--- src/hw/rtl/rers_pkg.sv ---
package rers_pkg;

	typedef enum logic [1:0] {
		ST_STOWED     = 2'd0,
		ST_EXTENDING  = 2'd1,
		ST_EXTENDED   = 2'd2,
		ST_RETRACTING = 2'd3
	} arm_state_t;

	typedef enum logic [1:0] {
		MODE_OFF     = 2'd0,
		MODE_EXTEND  = 2'd1,
		MODE_RETRACT = 2'd2
	} drive_mode_t;

	typedef enum logic [1:0] {
		REQ_TICK    = 2'd0,
		REQ_COMMAND = 2'd1,
		REQ_PAUSE   = 2'd2,
		REQ_RESET   = 2'd3
	} req_code_t;

	typedef enum logic [1:0] {
		CMD_EXTEND    = 2'd0,
		CMD_RETRACT   = 2'd1,
		CMD_STOW      = 2'd2,
		CMD_STOW_ALT  = 2'd3
	} cmd_code_t;

	localparam int unsigned AddrWidth = 5;
	localparam int unsigned DataWidth = 32;
	localparam int unsigned IndexWidth = 3;

	typedef enum logic [IndexWidth-1:0] {
		REG_EXTEND_TIMEOUT  = 3'd0,
		REG_RETRACT_TIMEOUT = 3'd1,
		REG_DETECT_THRESH   = 3'd2,
		REG_MOTOR_DUTY      = 3'd3,
		REG_SENSOR_ENABLE   = 3'd4
	} reg_index_t;

	localparam logic [31:0] ExtendTimeoutReset  = 32'd1000;
	localparam logic [31:0] RetractTimeoutReset = 32'd2000;
	localparam logic [15:0] DetectThreshReset   = 16'd100;
	localparam logic [7:0]  MotorDutyReset      = 8'd128;

	typedef struct packed {
		logic [31:0] extend_timeout;
		logic [31:0] retract_timeout;
		logic [15:0] detect_thresh;
		logic [7:0]  motor_duty;
		logic        sensor_enable;
	} cfg_t;

	typedef struct packed {
		req_code_t   req;
		cmd_code_t   cmd;
		logic [15:0] elapsed;
		logic        home_level;
		logic        range_ready;
		logic [15:0] range_sample;
	} request_t;

	typedef struct packed {
		arm_state_t  arm_state;
		logic        pending_valid;
		cmd_code_t   pending_cmd;
		drive_mode_t mode;
		logic [31:0] timer;
		logic [15:0] distance;
		logic        detect;
		logic [31:0] extend_cnt;
		logic [31:0] retract_cnt;
	} seq_state_t;

endpackage

--- src/hw/rtl/rers_cfg_regs.sv ---
module rers_cfg_regs (
	input  logic                              clk,
	input  logic                              arst_n,
	input  logic                              psel,
	input  logic                              penable,
	input  logic                              pwrite,
	input  logic [rers_pkg::AddrWidth-1:0]    paddr,
	input  logic [rers_pkg::DataWidth-1:0]    pwdata,
	output logic [rers_pkg::DataWidth-1:0]    prdata,
	output logic                              pready,
	output rers_pkg::cfg_t                    cfg
);

	rers_pkg::cfg_t   cfg_q;
	rers_pkg::reg_index_t index;
	logic             wr_en;

	// Registers sit on word boundaries, so the low two address bits are ignored.
	assign index = rers_pkg::reg_index_t'(paddr[rers_pkg::AddrWidth-1:2]);
	assign wr_en = psel && penable && pwrite;
	assign pready = 1'b1;
	assign cfg = cfg_q;

	always_ff @(posedge clk or negedge arst_n) begin
		if (!arst_n) begin
			cfg_q.extend_timeout  <= rers_pkg::ExtendTimeoutReset;
			cfg_q.retract_timeout <= rers_pkg::RetractTimeoutReset;
			cfg_q.detect_thresh   <= rers_pkg::DetectThreshReset;
			cfg_q.motor_duty      <= rers_pkg::MotorDutyReset;
			cfg_q.sensor_enable   <= 1'b0;
		end else if (wr_en) begin
			case (index)
				rers_pkg::REG_EXTEND_TIMEOUT:  cfg_q.extend_timeout  <= pwdata;
				rers_pkg::REG_RETRACT_TIMEOUT: cfg_q.retract_timeout <= pwdata;
				rers_pkg::REG_DETECT_THRESH:   cfg_q.detect_thresh   <= pwdata[15:0];
				rers_pkg::REG_MOTOR_DUTY:      cfg_q.motor_duty      <= pwdata[7:0];
				rers_pkg::REG_SENSOR_ENABLE:   cfg_q.sensor_enable   <= pwdata[0];
				default: ;
			endcase
		end
	end

	always_comb begin
		case (index)
			rers_pkg::REG_EXTEND_TIMEOUT:  prdata = cfg_q.extend_timeout;
			rers_pkg::REG_RETRACT_TIMEOUT: prdata = cfg_q.retract_timeout;
			rers_pkg::REG_DETECT_THRESH:   prdata = {16'd0, cfg_q.detect_thresh};
			rers_pkg::REG_MOTOR_DUTY:      prdata = {24'd0, cfg_q.motor_duty};
			rers_pkg::REG_SENSOR_ENABLE:   prdata = {31'd0, cfg_q.sensor_enable};
			default:                       prdata = '0;
		endcase
	end

endmodule

--- src/hw/rtl/rers_step.sv ---
module rers_step (
	input  rers_pkg::cfg_t       cfg,
	input  rers_pkg::request_t   req,
	input  rers_pkg::seq_state_t cur,
	output rers_pkg::seq_state_t nxt
);

	// Entering a different state restarts the time in state.
	function automatic rers_pkg::seq_state_t go_to(rers_pkg::seq_state_t s,
			rers_pkg::arm_state_t target);
		rers_pkg::seq_state_t r;
		r = s;
		if (r.arm_state != target) begin
			r.arm_state = target;
			r.timer = '0;
		end
		return r;
	endfunction

	logic [32:0] timer_sum;

	assign timer_sum = {1'b0, cur.timer} + {17'd0, req.elapsed};

	always_comb begin
		nxt = cur;
		unique case (req.req)
			rers_pkg::REQ_TICK: begin
				nxt.timer = timer_sum[32] ? '1 : timer_sum[31:0];
				if (!cfg.sensor_enable) begin
					nxt.distance = '0;
					nxt.detect = 1'b0;
				end else if (req.range_ready) begin
					nxt.distance = req.range_sample;
				end
				if (cur.pending_valid) begin
					unique case (cur.pending_cmd)
						rers_pkg::CMD_EXTEND: begin
							if (nxt.arm_state == rers_pkg::ST_STOWED) begin
								nxt = go_to(nxt, rers_pkg::ST_EXTENDING);
							end
						end
						rers_pkg::CMD_RETRACT: begin
							if (nxt.arm_state == rers_pkg::ST_EXTENDED ||
									nxt.arm_state == rers_pkg::ST_EXTENDING) begin
								nxt = go_to(nxt, rers_pkg::ST_RETRACTING);
							end
						end
						default: begin
							nxt.mode = rers_pkg::MODE_OFF;
							nxt = go_to(nxt, rers_pkg::ST_STOWED);
						end
					endcase
					nxt.pending_valid = 1'b0;
				end
				unique case (nxt.arm_state)
					rers_pkg::ST_STOWED: begin
						nxt.mode = rers_pkg::MODE_OFF;
					end
					rers_pkg::ST_EXTENDING: begin
						nxt.mode = rers_pkg::MODE_EXTEND;
						if (nxt.timer >= cfg.extend_timeout) begin
							nxt.extend_cnt = nxt.extend_cnt + 32'd1;
							nxt = go_to(nxt, rers_pkg::ST_EXTENDED);
						end
					end
					rers_pkg::ST_EXTENDED: begin
						nxt.mode = rers_pkg::MODE_OFF;
						nxt.detect = cfg.sensor_enable && (nxt.distance < cfg.detect_thresh)
							&& (nxt.distance != '0);
					end
					rers_pkg::ST_RETRACTING: begin
						if (!req.home_level) begin
							nxt.mode = rers_pkg::MODE_OFF;
							nxt.retract_cnt = nxt.retract_cnt + 32'd1;
							nxt = go_to(nxt, rers_pkg::ST_STOWED);
						end else begin
							nxt.mode = rers_pkg::MODE_RETRACT;
							if (nxt.timer >= cfg.retract_timeout) begin
								nxt.retract_cnt = nxt.retract_cnt + 32'd1;
								nxt = go_to(nxt, rers_pkg::ST_STOWED);
							end
						end
					end
				endcase
			end
			rers_pkg::REQ_COMMAND: begin
				unique case (req.cmd)
					rers_pkg::CMD_EXTEND: begin
						if (cur.arm_state == rers_pkg::ST_STOWED ||
								cur.arm_state == rers_pkg::ST_EXTENDED) begin
							nxt.pending_cmd = rers_pkg::CMD_EXTEND;
							nxt.pending_valid = 1'b1;
						end
					end
					rers_pkg::CMD_RETRACT: begin
						if (cur.arm_state == rers_pkg::ST_EXTENDED ||
								cur.arm_state == rers_pkg::ST_EXTENDING) begin
							nxt.pending_cmd = rers_pkg::CMD_RETRACT;
							nxt.pending_valid = 1'b1;
						end
					end
					default: begin
						nxt.pending_cmd = rers_pkg::CMD_STOW;
						nxt.pending_valid = 1'b1;
					end
				endcase
			end
			rers_pkg::REQ_PAUSE: begin
				nxt.mode = rers_pkg::MODE_OFF;
				nxt = go_to(nxt, rers_pkg::ST_STOWED);
			end
			rers_pkg::REQ_RESET: begin
				nxt.mode = rers_pkg::MODE_OFF;
				nxt = go_to(nxt, rers_pkg::ST_STOWED);
				nxt.pending_valid = 1'b0;
				nxt.extend_cnt = '0;
				nxt.retract_cnt = '0;
			end
		endcase
	end

endmodule

--- src/hw/rtl/rack_extend_retract_sequencer.sv ---
// Rack extend/retract sequencer. Each request beat (update tick, command, pause or reset)
// yields exactly one result beat carrying the arm state, motor mode, direction and duty,
// the object detection flag, the last range sample, both move counters and the time in
// the current state. A request beat is first captured in an input register. When it
// advances, the sequencer logic updates the state registers and loads the result
// register, which drives the outputs. The block takes one request beat every cycle
// while the result side is not stalled: the only feedback path is the state register
// update, built around a 33-bit timer add feeding two 32-bit timeout compares. The
// input side stalls only while the input register holds a beat and the result
// register is full and stalled. Commands are only latched in a pending slot and act
// on the next update tick, unless a reset request clears the slot first. Configuration
// registers sit on the APB port at word addresses 0x00 extend timeout, 0x04 retract
// timeout, 0x08 detect threshold, 0x0C motor duty and 0x10 range sensor enable; write
// them only while no beat is in flight. No clearing pass is needed after reset.
module rack_extend_retract_sequencer (
	input  logic                           clk,
	input  logic                           arst_n,
	// Request channel
	input  logic                           req_valid,
	output logic                           req_stall,
	input  logic [1:0]                     req_type,
	input  logic [1:0]                     command_code,
	input  logic [15:0]                    elapsed_ms,
	input  logic                           home_switch_level,
	input  logic                           range_ready,
	input  logic [15:0]                    range_sample_mm,
	// Result channel
	output logic                           rsp_valid,
	input  logic                           rsp_stall,
	output logic [1:0]                     bridge_state,
	output logic [1:0]                     motor_mode,
	output logic                           motor_direction,
	output logic [7:0]                     motor_pwm,
	output logic                           object_detected,
	output logic [15:0]                    distance_mm,
	output logic [31:0]                    extend_total,
	output logic [31:0]                    retract_total,
	output logic [31:0]                    state_time_ms,
	// Configuration port
	input  logic                           psel,
	input  logic                           penable,
	input  logic                           pwrite,
	input  logic [rers_pkg::AddrWidth-1:0] paddr,
	input  logic [rers_pkg::DataWidth-1:0] pwdata,
	output logic [rers_pkg::DataWidth-1:0] prdata,
	output logic                           pready
);

	rers_pkg::cfg_t       cfg;
	rers_pkg::request_t   req_s1;
	logic                 valid_s1;
	rers_pkg::seq_state_t state_q;
	rers_pkg::seq_state_t state_nxt;
	logic                 advance;
	logic                 req_accept;

	logic [1:0]           bridge_state_q;
	logic [1:0]           motor_mode_q;
	logic                 motor_direction_q;
	logic [7:0]           motor_pwm_q;
	logic                 object_detected_q;
	logic [15:0]          distance_mm_q;
	logic [31:0]          extend_total_q;
	logic [31:0]          retract_total_q;
	logic [31:0]          state_time_q;
	logic                 rsp_valid_q;

	logic                 direction_d;
	logic [7:0]           pwm_d;

	rers_cfg_regs u_cfg_regs (
		.clk     (clk),
		.arst_n  (arst_n),
		.psel    (psel),
		.penable (penable),
		.pwrite  (pwrite),
		.paddr   (paddr),
		.pwdata  (pwdata),
		.prdata  (prdata),
		.pready  (pready),
		.cfg     (cfg)
	);

	// The captured beat moves on whenever the result register is empty or draining.
	assign advance    = valid_s1 && (!rsp_valid_q || !rsp_stall);
	assign req_stall  = valid_s1 && !advance;
	assign req_accept = req_valid && !req_stall;

	always_ff @(posedge clk or negedge arst_n) begin
		if (!arst_n) begin
			valid_s1 <= 1'b0;
		end else if (req_accept) begin
			valid_s1 <= 1'b1;
		end else if (advance) begin
			valid_s1 <= 1'b0;
		end
	end

	always_ff @(posedge clk) begin
		if (req_accept) begin
			req_s1.req          <= rers_pkg::req_code_t'(req_type);
			req_s1.cmd          <= rers_pkg::cmd_code_t'(command_code);
			req_s1.elapsed      <= elapsed_ms;
			req_s1.home_level   <= home_switch_level;
			req_s1.range_ready  <= range_ready;
			req_s1.range_sample <= range_sample_mm;
		end
	end

	rers_step u_step (
		.cfg (cfg),
		.req (req_s1),
		.cur (state_q),
		.nxt (state_nxt)
	);

	always_ff @(posedge clk or negedge arst_n) begin
		if (!arst_n) begin
			state_q.arm_state     <= rers_pkg::ST_STOWED;
			state_q.pending_valid <= 1'b0;
			state_q.pending_cmd   <= rers_pkg::CMD_EXTEND;
			state_q.mode          <= rers_pkg::MODE_OFF;
			state_q.timer         <= '0;
			state_q.distance      <= '0;
			state_q.detect        <= 1'b0;
			state_q.extend_cnt    <= '0;
			state_q.retract_cnt   <= '0;
		end else if (advance) begin
			state_q <= state_nxt;
		end
	end

	// Motor pins follow from the updated drive mode.
	always_comb begin
		direction_d = (state_nxt.mode == rers_pkg::MODE_EXTEND);
		pwm_d = (state_nxt.mode == rers_pkg::MODE_OFF) ? 8'd0 : cfg.motor_duty;
	end

	always_ff @(posedge clk or negedge arst_n) begin
		if (!arst_n) begin
			rsp_valid_q <= 1'b0;
		end else if (advance) begin
			rsp_valid_q <= 1'b1;
		end else if (!rsp_stall) begin
			rsp_valid_q <= 1'b0;
		end
	end

	always_ff @(posedge clk) begin
		if (advance) begin
			bridge_state_q    <= state_nxt.arm_state;
			motor_mode_q      <= state_nxt.mode;
			motor_direction_q <= direction_d;
			motor_pwm_q       <= pwm_d;
			object_detected_q <= state_nxt.detect;
			distance_mm_q     <= state_nxt.distance;
			extend_total_q    <= state_nxt.extend_cnt;
			retract_total_q   <= state_nxt.retract_cnt;
			state_time_q      <= state_nxt.timer;
		end
	end

	assign rsp_valid        = rsp_valid_q;
	assign bridge_state     = bridge_state_q;
	assign motor_mode       = motor_mode_q;
	assign motor_direction  = motor_direction_q;
	assign motor_pwm        = motor_pwm_q;
	assign object_detected  = object_detected_q;
	assign distance_mm      = distance_mm_q;
	assign extend_total     = extend_total_q;
	assign retract_total    = retract_total_q;
	assign state_time_ms    = state_time_q;

`ifndef SYNTHESIS
	// The sequencer state only moves when a beat is processed.
	a_state_holds: assert property (@(posedge clk) disable iff (!arst_n)
		!advance |=> $stable(state_q))
		else $error("sequencer state changed without a processed beat");

	// A reset request leaves both move counters cleared in its result.
	a_reset_clears: assert property (@(posedge clk) disable iff (!arst_n)
		advance && req_s1.req == rers_pkg::REQ_RESET |=>
			extend_total == 32'd0 && retract_total == 32'd0)
		else $error("reset request did not clear the move counters");

	// Motor pins in a result agree with its motor mode.
	a_motor_pins: assert property (@(posedge clk) disable iff (!arst_n)
		rsp_valid |-> (motor_direction == (motor_mode == rers_pkg::MODE_EXTEND)) &&
			(motor_mode != rers_pkg::MODE_OFF || motor_pwm == 8'd0))
		else $error("motor pins disagree with motor mode");

	// An extending arm always drives the motor outward.
	a_extending_on: assert property (@(posedge clk) disable iff (!arst_n)
		state_q.arm_state == rers_pkg::ST_EXTENDING |-> state_q.mode == rers_pkg::MODE_EXTEND)
		else $error("motor not extending while extending");
`endif

endmodule

--- config.mk ---
export PLATFORM = sky130hd
export DESIGN_NAME = rack_extend_retract_sequencer
export DESIGN_NICKNAME = d
export VERILOG_FILES = /design/src/hw/rtl/rers_pkg.sv /design/src/hw/rtl/rers_cfg_regs.sv /design/src/hw/rtl/rers_step.sv /design/src/hw/rtl/rack_extend_retract_sequencer.sv
export SDC_FILE = /design/constraint.sdc
export NUM_CORES = 1
export LEC_CHECK = 0
export BUFFER_PORTS_ARGS = -buffer_cell sky130_fd_sc_hd__buf_4
export CORE_AREA = 2 2 201 203
export DETAILED_ROUTE_END_ITERATION = 6
export DIE_AREA = 0 0 203 205
export PLACE_DENSITY = 0.78
export SYNTH_ARGS = -nofsm -noshare
export SYNTH_HDL_FRONTEND = slang
export SYNTH_SLANG_ARGS = --single-unit
--- constraint.sdc ---
create_clock -name clk -period 6.62 [get_ports clk]
set_input_delay 1.324 -clock clk [delete_from_list [all_inputs] [get_ports clk]]
set_output_delay 1.324 -clock clk [all_outputs]
set_load 0.02 [all_outputs]
[Word level (Yosys, flattened, before mapping)]
Cells that the tools add are included.
Operators by class
  bitwise logic cells: 2
  equal/unequal tests: 21
  add/sub/neg operators: 3
  muxes and demuxes: 39
  reduce and logical (&&, ||, !) cells: 34
  $lt $le $gt $ge: 3
Operators with widths (number)
  $mux W120: 7
  $pmux W115 S3: 1
  $pmux W120 S2: 1
  $mux W32: 7
  $pmux W32 S5: 1
  $pmux W64 S2: 1
  $pmux W48 S2: 1
  $add A32 B1 Y32 const B: 2
  $ge A32 B32 Y1: 2
  $add A32 B16 Y33: 1
  $mux W16: 2
  $lt A16 B16 Y1: 1
  $reduce_bool A16 Y1: 1
  $eq A2 B1 Y1 const B: 6
  $logic_not A2 Y1: 6
  $eq A2 B2 Y1 const B: 5
  $mux W2: 5
  $pmux W5 S2: 1
  $reduce_and A2 Y1: 5
  $pmux W3 S3: 1
  $logic_and A1 B1 Y1: 7
  $eq A3 B2 Y1 const B: 2
  $mux W3: 2
  $ne A3 B2 Y1 const B: 2
  other kinds (17): 32
Storage, ports and cells
  register bits: 375
  logic and storage cells: 133
  output and inout bits: 161
  input port bits: 82

[Logic depth before layout (Yosys ltp)]
  depth in word-level cells: 14
  gate-level depth with buffers: 22
  depth with buffers taken out: 19

[Hierarchy]
A second synthesis with hierarchy kept.
Unflattened totals
  cell total of the unflattened synthesis: 1847
  area total of the unflattened synthesis: 21279.2 um^2
By module, submodules not included
  rack_extend_retract_sequencer: cells an instance 435, seq. area each 7977.7 um^2, times used 1, area an instance 9993.3 um^2
  rers_step: cells an instance 1117, seq. area each 0.0 um^2, times used 1, area an instance 6917.9 um^2
  rers_cfg_regs: cells an instance 295, seq. area each 2247.2 um^2, times used 1, area an instance 4367.9 um^2

[Least setup slack after synthesis]
No wires, ideal clock.
  path kind: input to register
  start point: in rsp_stall
  end point: reg bridge_state_q[0], in the netlist bridge_state[0], enable pin
  path slack: 0.224 ns
  stages on the path: 6
  setup time: 0.539 ns
  data required time: 6.081 ns
  arrival: 5.857 ns
  buffers on the path: 3
  cell sequence: nand2_1 -> nand2_1 -> inv_1 -> clkbuf_1 -> clkbuf_1 -> buf_1
On the way
  cells in the longest elaborated chain, start to end: 3
RTL lines
  start: declaration: RTL line rack_extend_retract_sequencer.sv:29  | input logic rsp_stall,
  $logic_not A1 Y1
  $logic_or A1 B1 Y1: RTL line rack_extend_retract_sequencer.sv:85  | assign advance = valid_s1 && (!rsp_valid_q || !rsp_stall);
  $logic_and A1 B1 Y1: RTL line rack_extend_retract_sequencer.sv:85
  via advance: RTL line rack_extend_retract_sequencer.sv:54  | logic advance;
  end signal: assignment: RTL line rack_extend_retract_sequencer.sv:151  | bridge_state_q <= state_nxt.arm_state;
  end: declaration: RTL line rack_extend_retract_sequencer.sv:57  | logic [1:0] bridge_state_q;
The timed path passes the listed nets, and every way through them passes these cells.
A chain may end at the register's enable or synchronous reset.

[Worst setup path in the final report]
  start point: reg req_s1[18] (netlist name)
  end point: reg state_q[96] (netlist name)
On the way
  cells in the longest elaborated chain, start to end: 12
  elaborated cells on any way between the ends: 19
  those cells by class: add/sub: 1; order compare: 2; mux: 16
RTL lines
  $add A32 B16 Y33 (*): RTL line rers_step.sv:22  | assign timer_sum = {1'b0, cur.timer} + {17'd0, req.elapsed};
  $mux W32 (*): RTL line rers_step.sv:28  | nxt.timer = timer_sum[32] ? '1 : timer_sum[31:0];
  $mux W32: RTL line rers_step.sv:13  | if (r.arm_state != target) begin
  $mux W120, on equally long branches: RTL line rers_step.sv:43, rers_step.sv:38
  $pmux W120 S2: RTL line rers_step.sv:36  | unique case (cur.pending_cmd)
  $mux W120 (*): RTL line rers_step.sv:35  | if (cur.pending_valid) begin
  $mux W120 (*): RTL line rers_step.sv:26  | unique case (req.req)
  $ge A32 B32 Y1 / $mux W32 (equally long branches): RTL line rers_step.sv:78, rers_step.sv:13
  $mux W120: RTL line rers_step.sv:78  | if (nxt.timer >= cfg.retract_timeout) begin
  $mux W120: RTL line rers_step.sv:72  | if (!req.home_level) begin
  $pmux W48 S2 (*): RTL line rers_step.sv:55  | unique case (nxt.arm_state)
  $pmux W115 S3 (*): RTL line rers_step.sv:26
  end signal: assignment: RTL line rack_extend_retract_sequencer.sv:129  | state_q <= state_nxt;
  end: declaration: RTL line rack_extend_retract_sequencer.sv:52  | rers_pkg::seq_state_t state_q;
Every way passes the cells marked *; elsewhere a longest branch is shown, timed or not. The select of a mux whose other input is x is not followed.

==> impl_summary.txt <==
----------------------------------------------------
[Synthesis]
  Count of flip-flops with a built-in enable after synthesis ... 164
  Net count after synthesis ... 2215
  Mean post-synth cell area ... 10.0 µm²
  Synthesized flop and latch total ... 375
  YS warnings ... 0
  Mapped cell area ... 0.0203 mm²
  Top_reg_cell synth ... dfrtp_1
  Unique cell type count in the Yosys netlist ... 85
  Share of flip-flops with an asynchronous set or reset ... 56.3%
  Sequential element share of the synthesized area ... 50.3%
  Number of cells produced by synthesis ... 2031

[STA]
  Final Hold Violating Endpoints ... 0
  Slew at the pin with the worst max-slew slack ... 1.16 ns
  Worst setup skew after layout ... 0.0110 ns
  Peak Freq ... 165 MHz
  Final setup viols ... 0
  Unrepaired setup endpoints after global routing ... false
  Slew Limit Headroom ... 22.2%
  Total negative setup slack ... 0 ns
  Crit path time final ... 6.06 ns
  Part of the cycle the worst path needs ... 91.5%
  Number of pins exceeding their max-slew limit in the final report ... 0

[Power]
  Switching power summed over all nets ... 2640 µW
  Sw frac ... 34.1%
  Leakage ... 0.0106 µW
  Power per unit of standard cell area ... 322 mW/mm²
  Clk network pwr share ... 30.3%
  Share of power burned in combinational logic ... 30.4%
  Cell internal pwr ... 5090 µW
  Share of power burned in registers ... 39.3%
  Maximum vdd drop ... 0.000203 V

[Run]
  Max-capacitance violation count ... 0

[CTS]
  Clock edge transition at the registers on the reported setup and hold paths ... 0.06 ns
  TritonCTS clock tree ... yes
  Post-cts repair resize count ... 0
  Clk sink count ... 375
  Clk Latency, worst-skew pair ... 0.56 ns
  CTS H-Tree Depth ... 2
  Post-CTS Setup Bufs ... 0
  Root buffer cell ... clkbuf_16
  Total clock buffers created by CTS ... 43
  Total of hold buffers inserted after clock tree synthesis ... 0
  Maximum number of buffers from clock root to sink ... 3

[Finish]
  Layout-stage area growth over the synthesis result ... 18.0%
  Most frequent standard cell in the layout excluding fill and tap cells ... nand2_1
  Post-route insts no fill ... 2797
  Diode insertion count for antenna repair ... 0
  Leading cell types in the layout, fill and taps excluded ... nand2_1, buf_4, o21ai_0
  Number of nets in the layout ... 2422
  Share of layout cells above drive strength 1 ... 19.4%

[Setup path]
  Kind of start point of the critical path ... flip-flop
  Highest fanout seen on the critical path ... 23
  Crit path largest cell delay ... 0.54 ns
  Endpoint of the worst-slack reg-to-reg timing path ... state_q[96]
  Kind of cell adding the most delay to the critical path ... compound AO/OA/AOI/OAI gates
  CP Data Arrival Time ... 6.52 ns
  Highest-delay cell along the critical path ... a22oi_2
  Required time at the endpoint of the critical path ... 7.09 ns
  Reg-to-reg slack, setup ... 0.56 ns
  Cell count of the worst reg-to-reg path ... 20
  Crit. End Element ... flip-flop
  CP Cell Sequence ... ha_1 -> fa_1 -> a21o_1 -> nand4_1 -> a211oi_1 -> o31a_1 -> o21bai_2 -> nor2_1 -> buf_4 -> o21ai_0 -> inv_1 -> ha_1 -> and3_1 -> a221o_1 -> a211oi_1 -> o21ai_1 -> a22oi_2 -> o211a_4 -> nand2_1 -> o21ai_0
  Number of buffers and inverters on the critical path ... 2
  Crit Reg-Reg Startpoint ... req_s1[18]
  Worst Setup Path Type ... reg2reg

[Floorplan]
  Starting density of the core ... 51.7%
  Row count ... 73
  Num ports ... 243
  Die span in x ... 203 µm
  Core ar. ... 0.0394 mm²
  Vertical die dimension ... 205 µm
  Die footprint ... 0.0416 mm²

[Drt]
  Number of optimization iterations in the first detailed-route pass ... 6
  Average vias per placed instance ... 6.03
  Total via count in the routed design ... 16900
  Final routed wire length divided by cell count ... 19.6 µm
  DRC violations left ... 0
  Total routed wirelength ... 54.9 mm
  Number of DRC violations after detailed-routing iteration 0 ... 1670
  Residual antenna-violating net count after detailed routing ... 0

[GRT]
  Most used routing layer in global routing ... met2
  Met2 demand-to-capacity share in global routing ... 42.4%
  Total global routing track utilization ... 26.4%
  Global Route met1 Usage ... 37.1%
  GRT Residual Overflow ... 0
  Number of global-route vias before repair ... 16100
  GR Util met3 ... 4.30%
  Wire length of the first global-routing pass ... 86.7 mm
  Pin count of the biggest net entering global routing ... 126
  Initial antenna violation count ... 1

[Place]
  GP Congestion ... 0.883
  Total instance count after detailed placement ... 2718
  HPWL after DPL ... 37.8 mm
  Input/output buffers ... 239

[Hold path]
  Hold path cells ... 2
  Worst-case hold path end point ... state_q[114]
  Type of the most critical hold path ... reg2reg
  Launch point of the worst hold path ... state_q[114]

[Status]
  Run status ... completed

----------------------------------------------------
-- state kept, by name, indices dropped and copies added (netlist names) --
signal / cells
bridge_state: 2
distance_mm: 16
extend_total: 32
motor_direction: 1
motor_mode: 2
motor_pwm: 8
object_detected: 1
req_s1: 38
retract_total: 32
rsp_valid: 1
state_q: 120
state_time_ms: 32
u_cfg_regs.cfg: 89
valid_s1: 1
-- cell type report --
type / instances / area, µm²
sequential: 375 / 10200
clock inverter: 15 / 128
multi-input combinational: 1423 / 9220
tap: 525 / 657
fill: 3150 / 15400
timing repair buffer: 266 / 2020
clock buffer: 64 / 1260
inverter: 129 / 492
-- worst max path at each step --
stage                            from         endpoint  slack, ns  cells after the start
after floorplan             rsp_stall  bridge_state[0]       0.22                      6
after global placement    state_q[81]     state_q[106]       0.92                     20
after detailed placement   req_s1[18]      state_q[96]       0.79                     20
after CTS                  req_s1[18]      state_q[96]       0.73                     19
after global routing       req_s1[18]      state_q[96]       0.28                     20
final                      req_s1[18]      state_q[96]       0.56                     20
-- power groups by stage --
stage                     clock (µW)  sequential [µW]  combinational (µW)
final                           2340             3040                2350
after detailed placement           0             3070                2280
after global routing            2480             3070                2590
after global placement             0             3050                2190
after CTS                       2380             3030                2330
after floorplan                    0             3100                1490
-- worst register-to-register path: stages, from the launching register on --
cell and delay, ns:
edfxtp_1 0.38, ha_1 0.26, fa_1 0.41, a21o_1 0.21, nand4_1 0.13, a211oi_1 0.12, o31a_1 0.35, o21bai_2 0.40
nor2_1 0.19, buf_4 0.25, o21ai_0 0.36, inv_1 0.13, ha_1 0.29, and3_1 0.19, a221o_1 0.32, a211oi_1 0.21
o21ai_1 0.18, a22oi_2 0.54, o211a_4 0.43, nand2_1 0.33, o21ai_0 0.29
-- logic make-up after synthesis --
family / after synthesis / share of synthesized area (%)
and+or+nand+nor: 661 / 15.5
AOI/OAI and AO/OA: 543 / 17.1
DFF: 375 / 50.3
buffers and inverters: 233 / 4.46
adders and majority gates: 102 / 6.31
muxes: 97 / 5.49
xor gates and xnor gates: 19 / 0.818
other: 1 / 0.0184
-- per-stage QoR --
stage	total power [µW]	util (%)	setup WS [ns]	hold slack [ns]	area, µm²
floorplan	4590	-	0.224	0.446	20300
global placement	5250	57.4	0.917	0.458	22600
detailed placement	5350	57.4	0.794	0.472	22600
CTS	7740	61.0	0.726	0.487	24000
global route	8140	61.0	0.279	0.508	24000
finish	7730	61.0	0.564	0.484	24000
-- Yosys cell counts, drive strengths merged (41+ instances only) --
cell type,n,share of area (%)
a21oi,95,2.3
nand2,287,5.3
inv,129,2.4
nand3,60,1.5
nand4,41,1.3
clkbuf,79,1.5
edfxtp,164,24
mux2,46,2.5
nor2,105,2.0
mux2i,44,2.2
dfrtp,195,24
o21ai,211,5.2
ha,101,6.2
-- layer usage --
layer / up-vias / part of all wire, %
met1: 8202 / 42
li1: 7784 / -
met4: 0 / 2.2
met5: - / 0
met2: 794 / 47
met3: 85 / 8.3
(Power assumes the default switching activity.)
